--- config.mk ---
export PLATFORM = sky130hd
export DESIGN_NAME = idle_target_plausibility_monitor_top
export DESIGN_NICKNAME = d
export VERILOG_FILES = /design/src/hw/rtl/itpm_pkg.sv /design/src/hw/rtl/idle_target_plausibility_monitor_top.sv
export SDC_FILE = /design/constraint.sdc
export NUM_CORES = 1
export LEC_CHECK = 0
export ABC_AREA = 1
export BUFFER_PORTS_ARGS = -buffer_cell sky130_fd_sc_hd__buf_2
export CAP_MARGIN = 20
export CORE_ASPECT_RATIO = 1.75
export CORE_UTILIZATION = 55
export DETAILED_ROUTE_END_ITERATION = 16
export GPL_TIMING_DRIVEN = 0
export PLACE_DENSITY = 0.78
export SLEW_MARGIN = 20
export SYNTH_ARGS = -nofsm -noshare
export SYNTH_HDL_FRONTEND = slang
export SYNTH_SLANG_ARGS = --single-unit
--- constraint.sdc ---
create_clock -name clk -period 13.4 [get_ports clk]
set_clock_uncertainty 0.2 [all_clocks]
set_input_delay 1.34 -clock clk [delete_from_list [all_inputs] [get_ports clk]]
set_output_delay 1.34 -clock clk [all_outputs]
set_load 0.03 [all_outputs]
--- src/hw/rtl/itpm_pkg.sv ---
package itpm_pkg;

    // fixed design constants
    localparam int unsigned TARGET_LIMIT           = 32000;
    localparam int unsigned INITIAL_TARGET         = 800;
    localparam bit          INHIBIT_START_INPUT    = 1'b0;
    localparam int unsigned FIXED_START_TARGET     = 800;
    localparam logic [7:0]  AUTOMATIC_GEARBOX_CODE = 8'd1;
    localparam bit          IGNORE_IDLE_INIT       = 1'b0;

    // configuration register indexes
    localparam int unsigned CFG_INDEX_W = 4;
    localparam logic [CFG_INDEX_W-1:0] REG_RATE_INCREMENT    = 4'd0;
    localparam logic [CFG_INDEX_W-1:0] REG_TARGET_CAP        = 4'd1;
    localparam logic [CFG_INDEX_W-1:0] REG_TOLERANCE_OFFSET  = 4'd2;
    localparam logic [CFG_INDEX_W-1:0] REG_EXCESS_DELAY_RAW  = 4'd3;
    localparam logic [CFG_INDEX_W-1:0] REG_DYNAMIC_OFFSET    = 4'd4;
    localparam logic [CFG_INDEX_W-1:0] REG_SPEED_THRESHOLD   = 4'd5;
    localparam logic [CFG_INDEX_W-1:0] REG_GRADIENT_LIMIT    = 4'd6;
    localparam logic [CFG_INDEX_W-1:0] REG_GRADIENT_DELAY    = 4'd7;

    typedef struct packed {
        logic [15:0] start_target;
        logic        torque_active;
        logic [7:0]  gearbox_code;
        logic [15:0] automatic_target;
        logic [15:0] safety_target;
        logic [15:0] unchecked_target;
        logic [15:0] dynamic_target;
        logic [15:0] takeoff_offset;
        logic [15:0] engine_speed;
        logic        idle_init;
    } in_item_t;

    typedef struct packed {
        logic        fault;
        logic [14:0] tolerance_limit;
        logic [14:0] limited_reference;
        logic        dynamic_monitor_on;
    } out_item_t;

endpackage

--- src/hw/rtl/idle_target_plausibility_monitor_top.sv ---
// Idle target plausibility monitor: one input transfer per control tick gives one result
// transfer. A tick is captured in an input register, evaluated by a short adder, compare and
// min/max path, and lands in a result register when that register is free or being taken, so
// ticks can be taken every cycle while out_ready keeps up (one tick per cycle sustained). The
// tick-to-tick state (reference target, debounce counters, previous dynamic target) is
// updated as a tick moves into the result register. Configuration writes take effect at once
// and are meant for idle periods; writes to indexes beyond the register list are dropped.
module idle_target_plausibility_monitor_top (
    input  logic                                 clk,
    input  logic                                 rst_n,
    input  logic                                 in_valid,
    output logic                                 in_ready,
    input  itpm_pkg::in_item_t                   in_data,
    output logic                                 out_valid,
    input  logic                                 out_ready,
    output itpm_pkg::out_item_t                  out_data,
    input  logic                                 cfg_we,
    input  logic [itpm_pkg::CFG_INDEX_W-1:0]     cfg_index,
    input  logic [15:0]                          cfg_data
);

    localparam logic [14:0] LIMIT15 = 15'(itpm_pkg::TARGET_LIMIT);
    localparam logic [15:0] INIT16  = 16'(itpm_pkg::INITIAL_TARGET);
    localparam logic [15:0] FIXED16 = 16'(itpm_pkg::FIXED_START_TARGET);
    localparam logic [14:0] INIT_REF =
        (INIT16 < {1'b0, LIMIT15}) ? INIT16[14:0] : LIMIT15;
    localparam logic [14:0] FIXED_START =
        (FIXED16 < {1'b0, LIMIT15}) ? FIXED16[14:0] : LIMIT15;

    // configuration registers
    logic [15:0]        rate_increment_reg;
    logic [15:0]        target_cap_reg;
    logic [15:0]        tolerance_offset_reg;
    logic [15:0]        excess_delay_raw_reg;
    logic [15:0]        dynamic_offset_reg;
    logic [15:0]        speed_threshold_reg;
    logic signed [15:0] gradient_limit_reg;
    logic [7:0]         gradient_delay_raw_reg;

    // pipeline registers
    logic                 stage_valid_reg;
    itpm_pkg::in_item_t   stage_reg;
    logic                 out_valid_reg;
    itpm_pkg::out_item_t  out_reg;

    // tick-to-tick state
    logic        torque_before_reg;
    logic [14:0] reference_reg;
    logic [14:0] excess_count_reg;
    logic [8:0]  gradient_count_reg;
    logic [14:0] dynamic_before_reg;

    logic                advance;
    logic [14:0]         start_value;
    logic [14:0]         base_value;
    logic [16:0]         step_sum;
    logic [15:0]         stepped;
    logic [14:0]         reference_next;
    logic [15:0]         floor_value;
    logic [15:0]         tol_raised;
    logic [15:0]         tol_capped;
    logic [16:0]         tol_sum;
    logic [14:0]         tolerance;
    logic [16:0]         delay1_sum;
    logic [14:0]         delay1;
    logic [14:0]         excess_min;
    logic [14:0]         excess_count_next;
    logic                turn1;
    logic signed [16:0]  rise;
    logic signed [16:0]  limit_ext;
    logic [17:0]         dyn_offset_sum;
    logic [17:0]         speed_x4;
    logic                monitor_on;
    logic                gradient_hit;
    logic [8:0]          delay2;
    logic [8:0]          gradient_min;
    logic [8:0]          gradient_count_next;
    logic                turn2;
    logic [14:0]         dynamic_before_next;
    itpm_pkg::out_item_t out_next;

    // handshake: the stage moves on when the result register is free or being taken
    assign advance   = stage_valid_reg && (!out_valid_reg || out_ready);
    assign in_ready  = !stage_valid_reg || advance;
    assign out_valid = out_valid_reg;
    assign out_data  = out_reg;

    // rate-limited reference
    always_comb
    begin
        if (itpm_pkg::INHIBIT_START_INPUT)
            start_value = FIXED_START;
        else if (stage_reg.start_target < {1'b0, LIMIT15})
            start_value = stage_reg.start_target[14:0];
        else
            start_value = LIMIT15;

        base_value = (stage_reg.torque_active && !torque_before_reg) ? start_value
                                                                     : reference_reg;
        step_sum = {1'b0, rate_increment_reg} + {2'b0, base_value};
        stepped  = (step_sum < {1'b0, stage_reg.safety_target}) ? step_sum[15:0]
                                                                 : stage_reg.safety_target;
        reference_next = (stepped < {1'b0, LIMIT15}) ? stepped[14:0] : LIMIT15;
    end

    // tolerance limit
    always_comb
    begin
        floor_value = (stage_reg.gearbox_code == itpm_pkg::AUTOMATIC_GEARBOX_CODE)
                      ? stage_reg.automatic_target : 16'd0;
        tol_raised  = (floor_value > stepped) ? floor_value : stepped;
        tol_capped  = (tol_raised < target_cap_reg) ? tol_raised : target_cap_reg;
        tol_sum     = {1'b0, tol_capped} + {1'b0, tolerance_offset_reg};
        tolerance   = (tol_sum < {2'b0, LIMIT15}) ? tol_sum[14:0] : LIMIT15;
    end

    // excess check debounce
    always_comb
    begin
        delay1_sum = {1'b0, excess_delay_raw_reg} + 17'd6;
        delay1     = delay1_sum[16:2];
        excess_min = (delay1 < excess_count_reg) ? delay1 : excess_count_reg;
        if (stage_reg.unchecked_target <= {1'b0, tolerance})
            excess_count_next = '0;
        else
            excess_count_next = excess_min + 15'd1;
        turn1 = excess_count_next >= delay1;
    end

    // dynamic gradient check and debounce
    always_comb
    begin
        rise      = $signed({1'b0, stage_reg.dynamic_target})
                  - $signed({2'b0, dynamic_before_reg});
        limit_ext = {gradient_limit_reg[15], gradient_limit_reg};
        dyn_offset_sum = {2'b0, dynamic_offset_reg} + {2'b0, stage_reg.unchecked_target}
                       + {2'b0, stage_reg.takeoff_offset};
        speed_x4   = {stage_reg.engine_speed, 2'b00};
        monitor_on = ({2'b0, stage_reg.dynamic_target} > dyn_offset_sum)
                  && (speed_x4 > {2'b0, speed_threshold_reg})
                  && (itpm_pkg::IGNORE_IDLE_INIT || !stage_reg.idle_init);
        gradient_hit = monitor_on && (rise > limit_ext);

        delay2       = {1'b0, gradient_delay_raw_reg} + 9'd1;
        gradient_min = (gradient_count_reg < delay2) ? gradient_count_reg : delay2;
        gradient_count_next = gradient_hit ? (gradient_min + 9'd1) : 9'd0;
        turn2 = gradient_count_next >= delay2;

        dynamic_before_next = (stage_reg.dynamic_target < {1'b0, LIMIT15})
                              ? stage_reg.dynamic_target[14:0] : LIMIT15;
    end

    // result assembly
    always_comb
    begin
        out_next.fault              = turn1 || turn2;
        out_next.tolerance_limit    = tolerance;
        out_next.limited_reference  = reference_next;
        out_next.dynamic_monitor_on = monitor_on;
    end

    // configuration writes
    always_ff @(posedge clk or negedge rst_n)
    begin
        if (!rst_n)
        begin
            rate_increment_reg     <= 16'd10;
            target_cap_reg         <= 16'd32000;
            tolerance_offset_reg   <= 16'd100;
            excess_delay_raw_reg   <= 16'd40;
            dynamic_offset_reg     <= 16'd0;
            speed_threshold_reg    <= 16'd0;
            gradient_limit_reg     <= 16'sd50;
            gradient_delay_raw_reg <= 8'd5;
        end
        else if (cfg_we)
        begin
            unique case (cfg_index)
                itpm_pkg::REG_RATE_INCREMENT:   rate_increment_reg     <= cfg_data;
                itpm_pkg::REG_TARGET_CAP:       target_cap_reg         <= cfg_data;
                itpm_pkg::REG_TOLERANCE_OFFSET: tolerance_offset_reg   <= cfg_data;
                itpm_pkg::REG_EXCESS_DELAY_RAW: excess_delay_raw_reg   <= cfg_data;
                itpm_pkg::REG_DYNAMIC_OFFSET:   dynamic_offset_reg     <= cfg_data;
                itpm_pkg::REG_SPEED_THRESHOLD:  speed_threshold_reg    <= cfg_data;
                itpm_pkg::REG_GRADIENT_LIMIT:   gradient_limit_reg     <= $signed(cfg_data);
                itpm_pkg::REG_GRADIENT_DELAY:   gradient_delay_raw_reg <= cfg_data[7:0];
                default: ;
            endcase
        end
    end

    // control and state registers
    always_ff @(posedge clk or negedge rst_n)
    begin
        if (!rst_n)
        begin
            stage_valid_reg    <= 1'b0;
            out_valid_reg      <= 1'b0;
            torque_before_reg  <= 1'b0;
            reference_reg      <= INIT_REF;
            excess_count_reg   <= '0;
            gradient_count_reg <= '0;
            dynamic_before_reg <= '0;
        end
        else
        begin
            if (in_ready)
                stage_valid_reg <= in_valid;
            if (advance)
                out_valid_reg <= 1'b1;
            else if (out_ready)
                out_valid_reg <= 1'b0;
            if (advance)
            begin
                torque_before_reg  <= stage_reg.torque_active;
                reference_reg      <= reference_next;
                excess_count_reg   <= excess_count_next;
                gradient_count_reg <= gradient_count_next;
                dynamic_before_reg <= dynamic_before_next;
            end
        end
    end

    // payload registers
    always_ff @(posedge clk)
    begin
        if (in_ready && in_valid)
            stage_reg <= in_data;
        if (advance)
            out_reg <= out_next;
    end

endmodule
Yosys cells after proc, flatten, opt, wreduce, memory -nomap -nowiden
Index checks and enable logic that the tools add are counted. Widths: inputs -> output; s select.

Register bits after elaboration: 331. Word-level logic and storage cells: 99. Output and inout port bits: 34.

Reductions and logical operators: 23. $add $sub $neg: 9. Eq/ne operators: 8. Order comparisons: 15. Multiplexer cells: 15.

Operators by type and width (number): $mux 15 (7); $mux 16 (4); $lt 16x15->1 const B (3); $add 16x16->17 (2); $add 17x16->18 (1); $gt 16x18->1 (1); $gt 18x16->1 (1); $mux 9 (2); $add 16x15->17 (1); $add 16x3->17 const B (1); $gt 17x16->1 (1); $lt 17x15->1 const B (1); $lt 17x16->1 (1); $sub 16x15->17 (1); $eq 4x3->1 const B (4); $gt 16x16->1 (1); $le 16x15->1 (1); $lt 16x16->1 (1); $reduce_and 2->1 (8); $add 15x1->15 const B (1); $ge 15x15->1 (1); $lt 15x15->1 (1); $add 8x1->9 const B (1); $add 9x1->9 const B (1); 11 further kinds (23).

Logic depth before layout (Yosys ltp)
Depth after elaboration: 17. Mapped depth: 98.

Worst setup path after synthesis
OpenSTA, ideal clock, no wires.

Kind: reg2reg. Start point: reg stage_reg[114] (netlist name). End point: reg out_reg (netlist bit out_data[31]), data pin. Slack: 0.948 ns. Required time: 12.931 ns. Path buffers: 5. Clock period less this slack: 12.452 ns. Arrival time: 11.982 ns. Stages on the path, launching flop included: 93. Path through: edfxtp_1 -> nor2_1 -> nor3_1 -> a41oi_1 -> clkbuf_1 -> nand2_1 -> a21oi_1 -> ha_1 -> a21oi_1 -> nand2_1 -> nand2_1 -> nand3_1 -> a21oi_1 -> o21ai_1 -> a21oi_1 -> o21bai_1 -> a21o_1 -> a21oi_1 -> (+57 left out) -> ha_1 -> nand2_1 -> o21a_1 -> o221ai_1 -> nand2_1 -> o211ai_1 -> nand2_1 -> nor3_1 -> ha_1 -> a21oi_1 -> o21ai_0 -> a21oi_1 -> o21a_1 -> nor2_1 -> o21ai_0 -> o2111ai_1 -> nand4_1 -> nand3_1.

RTL lines: start, declared (line idle_target_plausibility_monitor_top.sv:42) `itpm_pkg::in_item_t stage_reg;`; start signal, assigned (line idle_target_plausibility_monitor_top.sv:228) `stage_reg <= in_data;`; end signal, assigned (line idle_target_plausibility_monitor_top.sv:230) `out_reg <= out_next;`; end, declared (line idle_target_plausibility_monitor_top.sv:44) `itpm_pkg::out_item_t out_reg;`.

==> results.md <==
- Status: finished, final reports clean
- Die X: 146 µm
- Routed vias: 17300
- Final Non-Filler Cells: 3045
- FMAX: 74.9 MHz
- Reg-to-reg critical path endpoint: out_data[31]$_DFFE_PP_
- Row cnt: 92
- Layout cells sized above 1: 18.8%
- Hold Path Origin: reference_reg[5]$_DFFE_PN1P_
- Final worst slack: 0.0434 ns
- Worst path required time: 13.51 ns
- Synth cell types: 53
- Placed cell count: 2928
- Internal reg-to-reg setup slack: 0.04 ns
- Syn Inst Count: 2274
- Core area: 0.0359 mm²
- Worst-case hold path end point: reference_reg[5]$_DFFE_PN1P_
- Slew @ Worst Pin: 0.786 ns
- CP Class: flop to flop
- Residual DRC: 0
- Drt total wl: 57200 µm
- Max Slew Vio Count: 0
- Die area: 0.0372 mm²
- Setup violators final: 0
- Syn Area/Cell: 8.81 µm²
- DP Worst Slack: -2.60 ns
- Area fraction of the dominant cell type after synthesis: 23.1%
- DR vias/cell: 5.67
- Critical Path Max Stage Delay: 0.38 ns
- Io pins: 181
- Fin crit share: 99.7%
- Crit-path max FO: 10
- Worst hold path cell count: 2
- # diodes: 0
- First DRT Iteration DRCs: 1155
- Initial core utilization: 55.8%
- H-Tree Depth: 1
- RSZ-0062 raised after global routing: yes
- Fill count: 2846
- Worst setup SP type: flop
- Area contributors post-synth: edfxtp_1, dfrtp_1, ha_1
- HPWL after DPL: 42700 µm
- CP arrival: 13.47 ns
- Yosys warns: 0
- Tmin final: 13.36 ns
- GPL Wtd Cong: 0.938
- TritonRoute pass-1 iters: 6
- Port Buffer Count: 180
- Top-count cell post-synth: nand2_1
- CP dominant cell by count: nand2_1
- Die Height: 255 µm
- Synthesized flop and latch total: 330
- Max reg flops: 106
- Top cells by count, synth: nand2_1, inv_1, ha_1
- Nets@finish: 2937
- Fin. Hold Viols: 0
- TritonCTS clock tree: done
- Worst hold path class: flop to flop
- Clock Latency Late Sink: 0.59 ns
- CP Capture Type: flop
- Max cap viols: 0
- Share of flip-flops with an asynchronous set or reset: 53.3%
- Initial antenna violation count: 1
- Sequential area share after synthesis: 45.2%
- Cell taking the most area after synthesis: edfxtp_1
- Syn Std Cell Area: 0.0200 mm²
- R2R cell count: 91
- Final setup TNS: 0 ns
- Clock sinks: 330
- Synth Flop Type: dfrtp_1
- Syn-to-layout area delta: 19.8%
- Reg-to-reg startpoint: stage_reg[115]$_DFFE_PP_
- Routed wire length per instance: 18.8 µm
- Pin count of the biggest net entering global routing: 73
- CTS Buf Count: 31
- Antenna viol nets, final: 0
- Worst-path clk slew: 0.07 ns
- Total track usage: 30.2%
- First-pass GRT wire length: 87000 µm
- Synthesized Nets: 2660
- Critical path's slowest cell: edfxtp_1
- Root Driver: clkbuf_16
- Gr ovfl total: 0
- Max clock buf depth: 3
- Relative slew margins: 47.6%
- Vias in the first global route: 17300
- Min Hold Slack: 0.274 ns
- Post-synth EDFFs: 154
[cells by family after synthesis]
group,synth area share (%)
compound gates,12.4
xor+xnor,2.75
flops,45.2
buf+inv,7.22
fa+ha+maj,15.7
simple gates,16.7
mux,0.0562
[worst max-delay path: cells and delay by family (launching register included)]
kind / cells / cell delay [ns]
compound gates: 32 / 4.64
simple gates: 39 / 4.05
fa+ha+maj: 7 / 2.05
buf+inv: 12 / 1.56
flops: 1 / 0.38
xor+xnor: 1 / 0.15
[through the flow]
step	area (µm²)	util (%)
finish	24000	66.8
global route	24000	66.8
CTS	23100	64.2
detailed placement	21700	60.3
global placement	21500	59.9
floorplan	20000	-
[layer usage]
layer  wire [µm]  vias up  GRT usage, %
met5          15        -             0
met4        4720        2          22.3
met3        3010      268          3.61
met2       29800      689          56.4
met1       19600     8169          30.7
li1            -     8132             -
[area by class of cell]
type	instances	area (µm²)	share of cell area [%]
Buffer	52	284	1.18
Timing Repair Buffer	245	1540	6.41
Clock buffer	38	847	3.53
Inverter	329	1250	5.20
Sequential cell	330	9050	37.7
Clock inverter	19	238	0.990
Tap cell	470	588	2.45
Multi-Input combinational cell	1562	10200	42.5
[worst max path at each step]
stage	start	to	slack, ns
after CTS	stage_reg[114]$_DFFE_PP_	out_data[31]$_DFFE_PP_	0.0007
after detailed placement	stage_reg[114]$_DFFE_PP_	out_data[31]$_DFFE_PP_	-2.60
after global placement	stage_reg[114]$_DFFE_PP_	out_data[31]$_DFFE_PP_	-2.12
final	stage_reg[115]$_DFFE_PP_	out_data[31]$_DFFE_PP_	0.04
after floorplan	stage_reg[114]$_DFFE_PP_	out_data[31]$_DFFE_PP_	0.95
after global routing	stage_reg[114]$_DFFE_PP_	out_data[31]$_DFFE_PP_	-0.69
[what timing repair did]
item                                    CTS  global route
endpoints found under the setup margin   16            13
resized for setup                        52           143
pin swaps                                12            68
hold buffers                              0             0
buffers inserted                         18            40
gates cloned                              0             3
[placed cells by master, fill, tap and decap left out, drive strengths merged, types with 2 or more instances in the layout]
master and instances:
nor4 9, nor2 169, edfxtp 154, dfrtp 155
nand2 474, bufinv 5, buf 255, o2111ai 2
nand3 89, nand4 16, inv 331, and3 3
clkbuf 80, a21o 5, o31ai 6, o221a 2
or2 7, fa 20, o211ai 7, a21oi 168
nor3 24, clkinv 10, xnor2 10, xor2 53
o21ai 221, dfstp 21, a2111oi 2, ha 219
a31oi 4, a211oi 10, nand3b 13, o21a 5
o21bai 13, o41ai 2, a21boi 2, clkinvlp 2
Power is not shown: default switching activity piles up to over one toggle a cycle in this logic, so the estimate is an artifact.
